## src/rtl/cbm_pkg.sv

```systemverilog
package cbm_pkg;

   // transaction kinds on the request channel
   localparam logic [1:0] OP_READ    = 2'd0;
   localparam logic [1:0] OP_WRITE   = 2'd1;
   localparam logic [1:0] OP_RESTART = 2'd2;

   // mapper kinds
   localparam logic [2:0] KIND_NONE  = 3'd0;
   localparam logic [2:0] KIND_MMC1  = 3'd1;
   localparam logic [2:0] KIND_UXROM = 3'd2;
   localparam logic [2:0] KIND_CNROM = 3'd3;
   localparam logic [2:0] KIND_AXROM = 3'd4;

   // configuration register indexes
   localparam logic [1:0] CSR_MAPPER_KIND = 2'd0;
   localparam logic [1:0] CSR_PRG_COUNT   = 2'd1;
   localparam logic [1:0] CSR_CHR_COUNT   = 2'd2;
   localparam logic [1:0] CSR_VMIRROR     = 2'd3;

   // mirroring codes
   localparam logic [1:0] MIRROR_SINGLE0    = 2'd0;
   localparam logic [1:0] MIRROR_SINGLE1    = 2'd1;
   localparam logic [1:0] MIRROR_VERTICAL   = 2'd2;
   localparam logic [1:0] MIRROR_HORIZONTAL = 2'd3;

   // MMC1 serial port register selects
   localparam logic [1:0] SEL_CONTROL = 2'd0;
   localparam logic [1:0] SEL_CHR0    = 2'd1;
   localparam logic [1:0] SEL_CHR1    = 2'd2;
   localparam logic [1:0] SEL_PRG     = 2'd3;

   // MMC1 program bank modes
   localparam logic [1:0] PRG_MODE_FIX_LO = 2'd2;
   localparam logic [1:0] PRG_MODE_FIX_HI = 2'd3;

   localparam logic [2:0] SERIAL_WRITES = 3'd5;

   localparam logic [2:0] RESET_KIND      = KIND_NONE;
   localparam logic [7:0] RESET_PRG_COUNT = 8'd2;
   localparam logic [7:0] RESET_CHR_COUNT = 8'd1;
   localparam logic       RESET_VMIRROR   = 1'b0;

   typedef struct packed {
      logic [2:0] kind;
      logic [7:0] prg_count;
      logic [7:0] chr_count;
      logic       vmirror;
   } cfg_type;

   typedef struct packed {
      logic [7:0] prg_lo;
      logic [7:0] prg_hi;
      logic [7:0] chr_lo;
      logic [7:0] chr_hi;
      logic [1:0] mirror;
      logic [2:0] ser_count;
      logic [4:0] ser_data;
      logic [4:0] ser_ctrl;
      logic [4:0] ser_chr0;
      logic [4:0] ser_chr1;
      logic [4:0] ser_prg;
   } map_state_type;

   typedef struct packed {
      logic [1:0]  mirror;
      logic [7:0]  chr_high;
      logic [7:0]  chr_low;
      logic [21:0] rom_offset;
   } rsp_data_type;

   localparam cfg_type RESET_CFG = '{
      kind:      RESET_KIND,
      prg_count: RESET_PRG_COUNT,
      chr_count: RESET_CHR_COUNT,
      vmirror:   RESET_VMIRROR
   };

   // header defaults, loaded at reset and on restart
   function automatic map_state_type header_defaults(input cfg_type cfg);
      map_state_type st;
      logic [7:0]    cc;
      cc           = (cfg.chr_count == 8'd0) ? 8'd1 : cfg.chr_count;
      st           = '0;
      st.prg_hi    = cfg.prg_count - 8'd1;
      st.chr_hi    = {cc[6:0], 1'b0} - 8'd1;
      st.mirror    = MIRROR_HORIZONTAL - {1'b0, cfg.vmirror};
      st.ser_count = SERIAL_WRITES;
      return st;
   endfunction

endpackage

```

## src/rtl/cartridge_bank_mapper.sv

```systemverilog
// Cartridge bank mapper for the upper 32K CPU program window.
//
// Request channel (req_*): one transaction per CPU access. req_tuser carries
// the access kind (read, write, restart); req_tdata carries the window offset
// and the written byte. Every accepted transaction yields exactly one
// response on rsp_*: the program ROM byte offset, both 4K character banks
// and the mirroring mode, all taken after the access has been applied.
//
// An accepted transaction's response enters the output register, or the skid
// register while a response waits there; one transaction per cycle is taken
// while req_tready is high. The bank update is short logic on the bank registers.
// A two-entry response buffer (output register plus skid register) lets a
// request be taken while a response waits; req_tready drops only once both
// entries are full, and rises again the cycle after rsp_tready takes one.
//
// The csr_* port writes the header registers and is always ready; write it
// only while no response is outstanding. Synchronous reset loads the header
// register reset values, the derived bank defaults, and empties the buffer.
module cartridge_bank_mapper
   import cbm_pkg::*;
(
   input  logic        clock,
   input  logic        reset,
   input  logic        req_tvalid,
   output logic        req_tready,
   input  logic [23:0] req_tdata,  // [14:0] window_offset, [22:15] write_data, [23] zero
   input  logic [1:0]  req_tuser,  // [1:0] operation
   output logic        rsp_tvalid,
   input  logic        rsp_tready,
   // [21:0] rom_offset, [29:22] char_bank_low, [37:30] char_bank_high, [39:38] mirroring
   output logic [39:0] rsp_tdata,
   input  logic        csr_valid,
   output logic        csr_ready,
   input  logic [1:0]  csr_index,
   input  logic [7:0]  csr_data
);

   cfg_type       cfg_ff;
   map_state_type st_ff, st_in;
   rsp_data_type  result_in, out_ff, skid_ff;
   logic          out_valid_ff, skid_valid_ff;
   logic          req_accept, rsp_take;
   logic [1:0]    op;
   logic [14:0]   win_off;
   logic [7:0]    wr_data;
   logic [7:0]    bank;

   assign op      = req_tuser;
   assign win_off = req_tdata[14:0];
   assign wr_data = req_tdata[22:15];

   assign req_tready = !skid_valid_ff;
   assign req_accept = req_tvalid && req_tready;
   assign rsp_take   = out_valid_ff && rsp_tready;
   assign rsp_tvalid = out_valid_ff;
   assign rsp_tdata  = out_ff;
   assign csr_ready  = 1'b1;

   // next bank state for the incoming transaction
   always_comb begin
      logic [1:0] prg_mode;
      logic [3:0] p;
      logic [7:0] ax_bank;
      logic [7:0] cn_bank;
      st_in    = st_ff;
      prg_mode = '0;
      p        = '0;
      ax_bank  = {4'd0, wr_data[2:0], 1'b0};
      cn_bank  = {5'd0, wr_data[1:0], 1'b0};
      if (op == OP_RESTART) begin
         st_in = header_defaults(cfg_ff);
      end else if (op == OP_WRITE) begin
         case (cfg_ff.kind)
            KIND_AXROM: begin
               st_in.prg_lo = ax_bank;
               st_in.prg_hi = ax_bank | 8'd1;
               st_in.mirror = wr_data[4] ? MIRROR_SINGLE0 : MIRROR_SINGLE1;
            end
            KIND_CNROM: begin
               st_in.chr_lo = cn_bank;
               st_in.chr_hi = cn_bank | 8'd1;
            end
            KIND_UXROM: begin
               st_in.prg_lo = {3'd0, wr_data[4:0]};
            end
            KIND_MMC1: begin
               if (wr_data[7]) begin
                  // clear the shift port and force fixed-high program mode
                  st_in.ser_count = SERIAL_WRITES;
                  st_in.ser_data  = '0;
                  st_in.ser_ctrl  = st_ff.ser_ctrl | 5'b01100;
               end else begin
                  st_in.ser_data  = {wr_data[0], st_ff.ser_data[4:1]};
                  st_in.ser_count = st_ff.ser_count - 3'd1;
                  if (st_in.ser_count == 3'd0) begin
                     st_in.ser_count = SERIAL_WRITES;
                     unique case (win_off[14:13])
                        SEL_CONTROL: begin
                           st_in.ser_ctrl = st_in.ser_data;
                           st_in.mirror   = st_in.ser_data[1:0];
                        end
                        SEL_CHR0: st_in.ser_chr0 = st_in.ser_data;
                        SEL_CHR1: st_in.ser_chr1 = st_in.ser_data;
                        SEL_PRG:  st_in.ser_prg  = st_in.ser_data;
                     endcase
                     if (st_in.ser_ctrl[4]) begin
                        st_in.chr_lo = {3'd0, st_in.ser_chr0};
                        st_in.chr_hi = {3'd0, st_in.ser_chr1};
                     end else begin
                        st_in.chr_lo = {3'd0, st_in.ser_chr0[4:1], 1'b0};
                        st_in.chr_hi = {3'd0, st_in.ser_chr0[4:1], 1'b1};
                     end
                     // bit 4 of the program register is the RAM enable
                     prg_mode = st_in.ser_ctrl[3:2];
                     p        = st_in.ser_prg[3:0];
                     case (prg_mode)
                        PRG_MODE_FIX_LO: begin
                           st_in.prg_lo = 8'd0;
                           st_in.prg_hi = {4'd0, p};
                        end
                        PRG_MODE_FIX_HI: begin
                           st_in.prg_lo = {4'd0, p};
                           st_in.prg_hi = cfg_ff.prg_count - 8'd1;
                        end
                        default: begin
                           st_in.prg_lo = {4'd0, p[3:1], 1'b0};
                           st_in.prg_hi = {4'd0, p[3:1], 1'b1};
                        end
                     endcase
                  end
               end
            end
            default: begin
            end
         endcase
      end
   end

   always_comb begin
      bank                 = win_off[14] ? st_in.prg_hi : st_in.prg_lo;
      result_in.rom_offset = {bank, win_off[13:0]};
      result_in.chr_low    = st_in.chr_lo;
      result_in.chr_high   = st_in.chr_hi;
      result_in.mirror     = st_in.mirror;
   end

   always_ff @(posedge clock) begin
      if (reset) begin
         cfg_ff        <= RESET_CFG;
         st_ff         <= header_defaults(RESET_CFG);
         out_valid_ff  <= 1'b0;
         skid_valid_ff <= 1'b0;
      end else begin
         if (csr_valid && csr_ready) begin
            unique case (csr_index)
               CSR_MAPPER_KIND: cfg_ff.kind      <= csr_data[2:0];
               CSR_PRG_COUNT:   cfg_ff.prg_count <= csr_data;
               CSR_CHR_COUNT:   cfg_ff.chr_count <= csr_data;
               CSR_VMIRROR:     cfg_ff.vmirror   <= csr_data[0];
            endcase
         end
         if (req_accept) begin
            st_ff <= st_in;
         end
         if (skid_valid_ff) begin
            // drain the skid entry into the output register
            if (rsp_take) begin
               out_ff        <= skid_ff;
               skid_valid_ff <= 1'b0;
            end
         end else if (req_accept) begin
            if (!out_valid_ff || rsp_take) begin
               out_ff       <= result_in;
               out_valid_ff <= 1'b1;
            end else begin
               skid_ff       <= result_in;
               skid_valid_ff <= 1'b1;
            end
         end else if (rsp_take) begin
            out_valid_ff <= 1'b0;
         end
      end
   end

endmodule

```

## config.mk

```make
export PLATFORM = sky130hd
export DESIGN_NAME = cartridge_bank_mapper
export DESIGN_NICKNAME = d
export VERILOG_FILES = /design/src/rtl/cbm_pkg.sv /design/src/rtl/cartridge_bank_mapper.sv
export SDC_FILE = /design/constraint.sdc
export NUM_CORES = 1
export LEC_CHECK = 0
export BUFFER_PORTS_ARGS = -buffer_cell sky130_fd_sc_hd__buf_2
export CORE_UTILIZATION = 45
export DETAILED_ROUTE_END_ITERATION = 6
export HOLD_SLACK_MARGIN = 0.12
export SETUP_SLACK_MARGIN = 0.3
export SLEW_MARGIN = 10
export SYNTH_ARGS = -nofsm -noshare
export SYNTH_HDL_FRONTEND = slang
export SYNTH_SLANG_ARGS = --single-unit
```

## constraint.sdc

```tcl
create_clock -name clock -period 11.3 [get_ports clock]
set_input_delay 1.695 -clock clock [delete_from_list [all_inputs] [get_ports clock]]
set_output_delay 1.695 -clock clock [all_outputs]
set_load 0.02 [all_outputs]
```

==> results.json, run 1 <==
{
  "status": "complete, no violations",
  "power_frac_clock_pct": 42.9,
  "routedWlPerCell_um": 18.18,
  "hold_viol_final": 0,
  "cts_buffers": 17,
  "place_area_um2": 8358,
  "cts_max_path_buffers": 2,
  "synth_top_area_share_pct": 30.44,
  "synth_nets": 811,
  "io_buffers": 79,
  "rows": 48,
  "dr.pass1.iters": 7,
  "critPathSlowestCell": "and2_1",
  "vias": 6123,
  "die_area_um2": 18070,
  "core_area_um2": 17240,
  "min_period_ps": 3781,
  "initial_utilization_pct": 45.78,
  "swShare_pct": 26.43,
  "r2r-end": "rsp_tdata[25]$_DFFE_PP_",
  "power_frac_comb_pct": 9.6,
  "total_power_w": 0.001339,
  "synth_seq_area_share_pct": 50.74,
  "insertion_delay_ps": 440,
  "holdPathStages": 1,
  "cp_num_buf_inv": 4,
  "diodes": 0,
  "hold_path_end": "st_ff[43]$_SDFFE_PP0P_",
  "hold_class": "reg -> reg",
  "grt_max_degree": 67,
  "timing.setup.tns_ps": 0,
  "postCtsHoldBufs": 0,
  "dp_hpwl_um": 13390,
  "slew_headroom_pct": 23.57,
  "worstPathMaxFanout": 39,
  "syn_avg_cell_area_um2": 10.33,
  "areaGrowthSynthToFinish_pct": 13.46,
  "yosysTopAreaCell": "edfxtp_1",
  "regToRegStartpoint": "st_ff[25]$_SDFFE_PP1P_",
  "syn_inst": 764,
  "seqPwrFrac_pct": 47.5,
  "drc": 0,
  "post-cts-setup-buffers": 0,
  "arrival_ps": 4150,
  "die_w_um": 134.4,
  "finalInstanceArea_um2": 8954,
  "grt_pass1_vias": 5734,
  "grt_antenna_before_repair": 0,
  "grt_pass1_wl_um": 30580,
  "setup_ws_ps": 7519,
  "critPathCaptureType": "flip-flop",
  "post-route-period-util_pct": 33.46,
  "die_height_um": 134.4,
  "synth_edf_count": 80,
  "fin_nets": 863,
  "clock_skew_ps": 12.48,
  "io-pin-count": 84,
  "regToRegSetupSlack_ps": 8220,
  "synth_area_leaders": "edfxtp_1 (30%), dfxtp_1 (20%), mux2_2 (4.3%)",
  "gp_congestion": 0.8478,
  "drive_above_1_share_pct": 20.51,
  "slew_violations": 0,
  "cts_max_level": 4,
  "drt_iter0_markers": 368,
  "switching_power_w": 0.0003540,
  "crit_path_start_kind": "input port",
  "crit_required_ps": 11670,
  "tightest_slew_ps": 1144,
  "yosys_register_bits": 160,
  "clk_pin_slew_ps": 70,
  "cts_tree": "yes",
  "ant_nets": 0,
  "grt_usage_pct": 22.07,
  "cap_violations": 0,
  "drt_wl_total_um": 19160,
  "setup_viol": 0,
  "fmax_ghz": 0.2644,
  "clockRootBuffer": "clkbuf_16",
  "leakage_nw": 3.294,
  "yosysWarningCount": 0,
  "powerDensity_nw_per_um2": 149.6,
  "ys.flop_type": "edfxtp_1",
  "hp-start": "st_ff[43]$_SDFFE_PP0P_",
  "avgViaCountPerCell": 5.809,
  "synth_common_cells": "nor2_1 (85), dfxtp_1 (80), edfxtp_1 (80), nand2_1 (53), a21oi_1 (38)",
  "gr-total-overflow": 0,
  "cp_top_family": "buffers and inverters",
  "intPower_w": 0.0009855,
  "synthDistinctLibCells": 87,
  "fillers": 1561,
  "reg2regPathDepth": 7,
  "synth_area_um2": 7891,
  "cts_resized": 0,
  "ir_drop_v": 0.0001063,
  "cts_num_sinks": 160,
  "path_class": "in -> reg",
  "synthMostInstantiatedCell": "nor2_1",
  "fin_util_pct": 51.95,
  "post-place-ws_ps": 7069,
  "slowest_delay_ps": 640,
  "path_cells": "buf_2 > inv_1 > ha_1 > buf_4 > clkinv_1 > o31ai_4 > and2_1 > mux2_2 > nor2_1",
  "synthArstFlopShare_pct": 0,
  "rsz0062_at_grt": "no"
}
==> per-layer routing <==
| layer | wire, µm | up-vias | part of all wire (%) | track usage [%] |
|---|---|---|---|---|
| met5 | 0 | - | 0 | 0 |
| met3 | 1181 | 36 | 6.2 | 4.951 |
| li1 | - | 2942 | - | - |
| met4 | 501 | 0 | 2.6 | 8.552 |
| met1 | 8845 | 2948 | 46 | 29.99 |
| met2 | 8635 | 197 | 45 | 34.20 |
==> state kept, by name, indices dropped and copies added, names as in the netlist <==
register / flops
rsp_tdata: 40
st_ff: 58
skid_ff: 40
cfg_ff: 20
rsp_tvalid: 1
skid_valid_ff: 1
==> worst reg2reg max path: cells and delay by family, from the launching register on <==
family	cells	cell delay, ps
buffers and inverters	1	60
DFF	1	390
AOI/OAI and AO/OA	2	860
adders and majority gates	1	230
xor gates and xnor gates	1	820
and+or+nand+nor	2	450
==> power by group through the flow <==
stage	sequential [W]	clock (W)	combinational (W)
6_report	0.000637	0.000574	0.000129
5_1_grt	0.000638	0.000606	0.000141
4_1_cts	0.000637	0.000585	0.000129
3_5_place_dp	0.000650	0	0.000129
3_3_place_gp	0.000649	0	0.000126
2_1_floorplan	0.000657	0	0.0000824
==> metrics by stage <==
| stage | cells | hold slack [ps] |
|---|---|---|
| 2_1_floorplan | 764 | 420.9 |
| 3_3_place_gp | 1022 | 435.1 |
| 3_5_place_dp | 1022 | 436.3 |
| 4_1_cts | 1054 | 456.8 |
| 5_1_grt | 1054 | 467.0 |
| 6_report | 1054 | 455.0 |
==> cells by family after synthesis <==
group,Yosys count,share of synthesized area [%]
compound gates,196,17.87
xor+xnor,11,1.221
buf+inv,82,4.693
other cells,1,0.04752
fa+ha+maj,6,0.9513
mux,60,8.150
flops,160,50.74
simple gates,248,16.33
==> worst max-delay path by stage <==
stage                                        end         start  depth (start not counted)
after global routing       skid_ff[17]$_DFFE_PP_  req_tuser[0]                          9
after floorplan           rsp_tdata[0]$_DFFE_PP_    req_tvalid                          4
after detailed placement   skid_ff[17]$_DFFE_PP_  req_tuser[0]                          9
after global placement     skid_ff[17]$_DFFE_PP_  req_tuser[0]                          9
final                     st_ff[19]$_SDFFE_PP0P_  req_tuser[0]                          9
after CTS                  skid_ff[17]$_DFFE_PP_  req_tuser[0]                          9
==> placed cells by master, fill, tap and decap left out, types with 12 or more instances in the layout <==
| cell | n |
|---|---|
| clkbuf_16 | 18 |
| edfxtp_1 | 80 |
| mux2i_1 | 29 |
| and2_1 | 18 |
| o21a_1 | 17 |
| a21oi_1 | 38 |
| buf_2 | 79 |
| a211oi_1 | 12 |
| a32oi_1 | 13 |
| o21ai_0 | 31 |
| nand2_1 | 53 |
| dfxtp_1 | 80 |
| nor2_1 | 85 |
| mux2_2 | 30 |
| inv_1 | 29 |
==> layout make-up <==
type | instances | area [µm²] | area share (%)
Clock inverter | 13 | 131.4 | 1.467
Inverter | 31 | 116.4 | 1.300
Multi-Input combinational cell | 522 | 3523 | 39.35
Timing Repair Buffer | 84 | 432.9 | 4.835
Tap cell | 225 | 281.5 | 3.144
Sequential cell | 160 | 4004 | 44.72
Clock buffer | 19 | 464.2 | 5.184
Note: power is estimated with default switching activity, not from simulation.
==> inputs of run 2 (changes only) <==
Settings changed: PLACE_DENSITY set to 0.66.
Clock period 11.3 ns to 3.1 ns, I/O delays scaled along.
==> results.json, run 2 (same netlist as run 1, synthesis figures left out) <==
{
  "slew_headroom_pct": 33.85,
  "die_height_um": 134.4,
  "layout_common_cells": "nor2_1 (85), edfxtp_1 (80), dfxtp_1 (79), buf_2 (79), nand2_1 (53)",
  "power_frac_comb_pct": 9.9,
  "timing.setup.tns_ps": 0,
  "powerDensity_nw_per_um2": 540.4,
  "cp_top_family": "simple AND/OR/NAND/NOR gates",
  "seqPwrFrac_pct": 47.2,
  "crit_path_start_kind": "flip-flop",
  "mostFrequentLayoutCell": "nor2_1",
  "hp-start": "req_tdata[9]",
  "grt_pass1_vias": 5670,
  "grt_usage_pct": 21.90,
  "drt_iter0_markers": 511,
  "ant_nets": 0,
  "rsz0062_at_grt": "no",
  "regToRegStartpoint": "cfg_ff[17]$_SDFFE_PP0P_",
  "multi_input_area_um2": 3530,
  "areaGrowthSynthToFinish_pct": 15.36,
  "violations": "DRC",
  "critPathCaptureType": "flip-flop",
  "insertion_delay_ps": 430,
  "largest-register": "st_ff",
  "largest_register_ffs": 58,
  "drt_wl_total_um": 19150,
  "cts_num_sinks": 160,
  "cts_buffers": 17,
  "diodes": 0,
  "dr.pass1.iters": 7,
  "gp_congestion": 0.8874,
  "cts_tree": "yes",
  "die_area_um2": 18070,
  "path_cells": "or3b_1 > o31ai_4 > and2_1 > mux2_2 > nor2_1",
  "intPower_w": 0.003696,
  "ir_drop_v": 0.0004098,
  "slew_violations": 0,
  "crit_required_ps": 3460,
  "r2r-end": "st_ff[19]$_SDFFE_PP0P_",
  "dp_hpwl_um": 13420,
  "initial_utilization_pct": 45.78,
  "regToRegSetupSlack_ps": 430,
  "vias": 6188,
  "grt_antenna_before_repair": 0,
  "io_buffers": 79,
  "setup_viol": 0,
  "avgViaCountPerCell": 5.778,
  "fin_nets": 880,
  "leakage_nw": 3.388,
  "hold_path_end": "skid_ff[9]$_DFFE_PP_",
  "arrival_ps": 3030,
  "grt_pass1_wl_um": 30360,
  "die_w_um": 134.4,
  "fillers": 1545,
  "critPathSlowestCell": "dfxtp_1",
  "min_period_ps": 2666,
  "drc": 1,
  "cap_violations": 0,
  "clock_skew_ps": 12.92,
  "reg2regPathDepth": 5,
  "post-cts-setup-buffers": 0,
  "gr-total-overflow": 0,
  "tightest_slew_ps": 992.2,
  "cp_num_buf_inv": 0,
  "cts_max_level": 4,
  "grt_max_degree": 66,
  "clockRootBuffer": "clkbuf_16",
  "finalInstanceArea_um2": 9104,
  "hold_viol_final": 0,
  "holdPathStages": 1,
  "drive_above_1_share_pct": 22.10,
  "path_class": "reg -> reg",
  "routedWlPerCell_um": 17.88,
  "post-route-period-util_pct": 86.01,
  "place_area_um2": 8493,
  "swShare_pct": 24.88,
  "core_area_um2": 17240,
  "cts_resized": 0,
  "fmax_ghz": 0.3751,
  "postCtsHoldBufs": 0,
  "cts_max_path_buffers": 2,
  "clk_pin_slew_ps": 60,
  "io-pin-count": 84,
  "hold_class": "in -> reg",
  "worstPathMaxFanout": 15,
  "rows": 48,
  "seq_area_um2": 4005,
  "switching_power_w": 0.001224,
  "power_frac_clock_pct": 42.9,
  "slowest_delay_ps": 640,
  "status": "complete, but fails checks"
}
[run 2: worst max path at each step]
stage | cells after the start | slack, ps | end | start
floorplan | 5 | 380 | rsp_tdata[0]$_DFFE_PP_ | skid_valid_ff$_SDFF_PP0_
global placement | 9 | 350 | skid_ff[17]$_DFFE_PP_ | req_tuser[1]
detailed placement | 9 | 300 | skid_ff[17]$_DFFE_PP_ | req_tuser[1]
CTS | 5 | 470 | st_ff[19]$_SDFFE_PP0P_ | cfg_ff[17]$_SDFFE_PP0P_
global route | 7 | 310 | skid_ff[16]$_DFFE_PP_ | st_ff[25]$_SDFFE_PP1P_
finish | 5 | 430 | st_ff[19]$_SDFFE_PP0P_ | cfg_ff[17]$_SDFFE_PP0P_
[run 2: cell type report]
class	count	area share [%]
clock inverter	10	0.9071
timing repair buffer	101	6.157
tap	225	3.092
clock buffer	22	5.800
multi-input combinational	522	38.77
inverter	31	1.278
sequential	160	43.99
[run 2: per-layer routing]
metal	GRT usage (%)	wire, µm
met1	30.09	8905
met2	31.81	8254
met3	4.686	1173
met4	12.55	817
met5	0	0
[run 2: power groups by stage]
stage / combinational, W / clock, W / sequential [W]
6_report: 0.000488 / 0.00211 / 0.00232
5_1_grt: 0.000531 / 0.00223 / 0.00233
4_1_cts: 0.000487 / 0.00215 / 0.00232
3_5_place_dp: 0.000486 / 0 / 0.00237
3_3_place_gp: 0.000479 / 0 / 0.00237
2_1_floorplan: 0.000303 / 0 / 0.00239
[run 2: per-stage QoR]
stage | utilization [%] | cells | hold slack, ps | total power, W | worst slack [ps]
6_report | 52.82 | 1071 | 229.4 | 0.004920 | 433.8
5_1_grt | 52.82 | 1071 | 210.9 | 0.005091 | 311.8
4_1_cts | 52.82 | 1071 | 211.9 | 0.004960 | 465.2
3_5_place_dp | 49.27 | 1039 | 441.5 | 0.002854 | 296.9
3_3_place_gp | 49.27 | 1039 | 435.3 | 0.002846 | 349.1
2_1_floorplan | - | 764 | 420.9 | 0.002695 | 381.9
==> inputs of run 3 (changes only) <==
Settings changed: PLACE_DENSITY 0.66 to unset.
Clock period 3.1 ns to 3.3 ns, I/O delays scaled along.
==> results.json, run 3 (same netlist as run 1, synthesis figures left out) <==
{
  "status": "complete, no violations",
  "cts_buffers": 17,
  "ant_nets": 0,
  "post-cts-setup-buffers": 0,
  "clock_skew_ps": 11.38,
  "drive_above_1_share_pct": 22.01,
  "leakage_nw": 3.356,
  "hold_path_end": "skid_ff[8]$_DFFE_PP_",
  "cts_max_path_buffers": 2,
  "crit_required_ps": 3450,
  "finalInstanceArea_um2": 9065,
  "crit_path_start_kind": "flip-flop",
  "drc": 0,
  "slew_headroom_pct": 36.00,
  "holdPathStages": 1,
  "cts_num_sinks": 160,
  "worstPathMaxFanout": 9,
  "seqPwrFrac_pct": 47.9,
  "arrival_ps": 2850,
  "mostFrequentLayoutCell": "nor2_1",
  "swShare_pct": 25.09,
  "min_period_ps": 2702,
  "insertion_delay_ps": 430,
  "areaGrowthSynthToFinish_pct": 14.87,
  "io-pin-count": 84,
  "drt_iter0_markers": 417,
  "fin_nets": 879,
  "timing.setup.tns_ps": 0,
  "wl_met2_um": 9098,
  "critPathCaptureType": "flip-flop",
  "fmax_ghz": 0.3701,
  "initial_utilization_pct": 45.78,
  "die_height_um": 134.4,
  "ir_drop_v": 0.0003611,
  "post-route-period-util_pct": 81.87,
  "intPower_w": 0.003409,
  "diodes": 0,
  "gr-total-overflow": 0,
  "cap_violations": 0,
  "place_area_um2": 8486,
  "clockRootBuffer": "clkbuf_16",
  "avgViaCountPerCell": 5.678,
  "grt_usage_pct": 22.39,
  "power_frac_clock_pct": 42.0,
  "hold_class": "in -> reg",
  "cts_resized": 0,
  "wl_met3_um": 769,
  "power_frac_comb_pct": 10.1,
  "grt_pass1_vias": 5796,
  "reg2regPathDepth": 9,
  "regToRegSetupSlack_ps": 600,
  "hp-start": "req_tdata[8]",
  "drt_wl_total_um": 19500,
  "path_class": "reg -> reg",
  "io_buffers": 79,
  "gp_congestion": 0.8698,
  "r2r-end": "skid_ff[17]$_DFFE_PP_",
  "postCtsHoldBufs": 0,
  "maxUsedRoutingLayer": "met4",
  "switching_power_w": 0.001142,
  "largest_register_ffs": 58,
  "die_area_um2": 18070,
  "core_area_um2": 17240,
  "slew_violations": 0,
  "fillers": 1570,
  "rows": 48,
  "clk_pin_slew_ps": 60,
  "powerDensity_nw_per_um2": 502.1,
  "tightest_slew_ps": 960.0,
  "cts_tree": "yes",
  "routedWlPerCell_um": 18.22,
  "hold_viol_final": 0,
  "setup_viol": 0,
  "layout_common_cells": "nor2_1 (85), edfxtp_1 (80), dfxtp_1 (79), buf_2 (79), nand2_1 (53)",
  "regToRegStartpoint": "st_ff[25]$_SDFFE_PP1P_",
  "dp_hpwl_um": 14020,
  "wl_met1_um": 9102,
  "grt_max_degree": 64,
  "rsz0062_at_grt": "no",
  "die_w_um": 134.4,
  "grt_antenna_before_repair": 0,
  "largest-register": "st_ff",
  "vias": 6075,
  "dr.pass1.iters": 5,
  "cts_max_level": 4,
  "grt_pass1_wl_um": 31110
}
[run 3: cell count changes in the layout (fill, tap and decap cells not counted), sizes merged]
cell	before	now
clkbuf	22	19
clkinvlp	0	2
buf	101	100
bufinv	0	1
clkinv	5	6
inv	36	35
[run 3: worst max-delay path, stage by stage, from the launching register on]
cell and delay [ps]:
dfxtp_1 380, inv_1 60, ha_1 230, xor2_1 200, buf_4 190, nor3_1 410
nor3_2 90, buf_4 190, a211oi_1 510, a21boi_0 170
[run 3: routing by layer]
| metal | up-vias | GRT usage [%] |
|---|---|---|
| li1 | 2950 | - |
| met1 | 2937 | 30.30 |
| met2 | 156 | 35.32 |
| met3 | 32 | 4.308 |
| met4 | 0 | 8.801 |
| met5 | - | 0 |
[run 3: area by class of cell]
type,count,area (µm²),share of cell area (%)
Sequential cell,160,4005,44.18
Multi-Input combinational cell,522,3530,38.94
Timing Repair Buffer,100,553.0,6.101
Tap cell,225,281.5,3.106
Clock buffer,19,452.9,4.997
Clock inverter,13,126.4,1.394
Inverter,31,116.4,1.284
[run 3: through the flow]
stage          instances  hold slack, ps  utilization [%]  worst slack, ps  power [W]
2_1_floorplan        764           420.9                -            581.9   0.002532
3_3_place_gp        1038           436.9            49.23            253.7   0.002671
3_5_place_dp        1038           439.0            49.23            221.4   0.002682
4_1_cts             1070           242.4            52.59            582.5   0.004581
5_1_grt             1070           242.6            52.59            347.5   0.004721
6_report            1070           257.4            52.59            598.2   0.004551
[run 3: power groups by stage]
stage                     Combinational, W  Sequential, W  Clock, W
final                             0.000458        0.00218   0.00191
after global routing              0.000499        0.00219   0.00204
after CTS                         0.000459        0.00218   0.00194
after detailed placement          0.000458        0.00222         0
after global placement            0.000449        0.00222         0
after floorplan                   0.000284        0.00225         0
[run 3: how the worst max path moves through the flow]
stage | from | cells after the start | slack (ps) | endpoint
after floorplan | skid_valid_ff$_SDFF_PP0_ | 5 | 580 | rsp_tdata[0]$_DFFE_PP_
final | st_ff[25]$_SDFFE_PP1P_ | 9 | 600 | skid_ff[17]$_DFFE_PP_
after detailed placement | req_tuser[0] | 8 | 220 | skid_ff[17]$_DFFE_PP_
after CTS | st_ff[25]$_SDFFE_PP1P_ | 9 | 580 | skid_ff[17]$_DFFE_PP_
after global placement | req_tuser[0] | 8 | 250 | skid_ff[17]$_DFFE_PP_
after global routing | st_ff[25]$_SDFFE_PP1P_ | 9 | 350 | skid_ff[17]$_DFFE_PP_
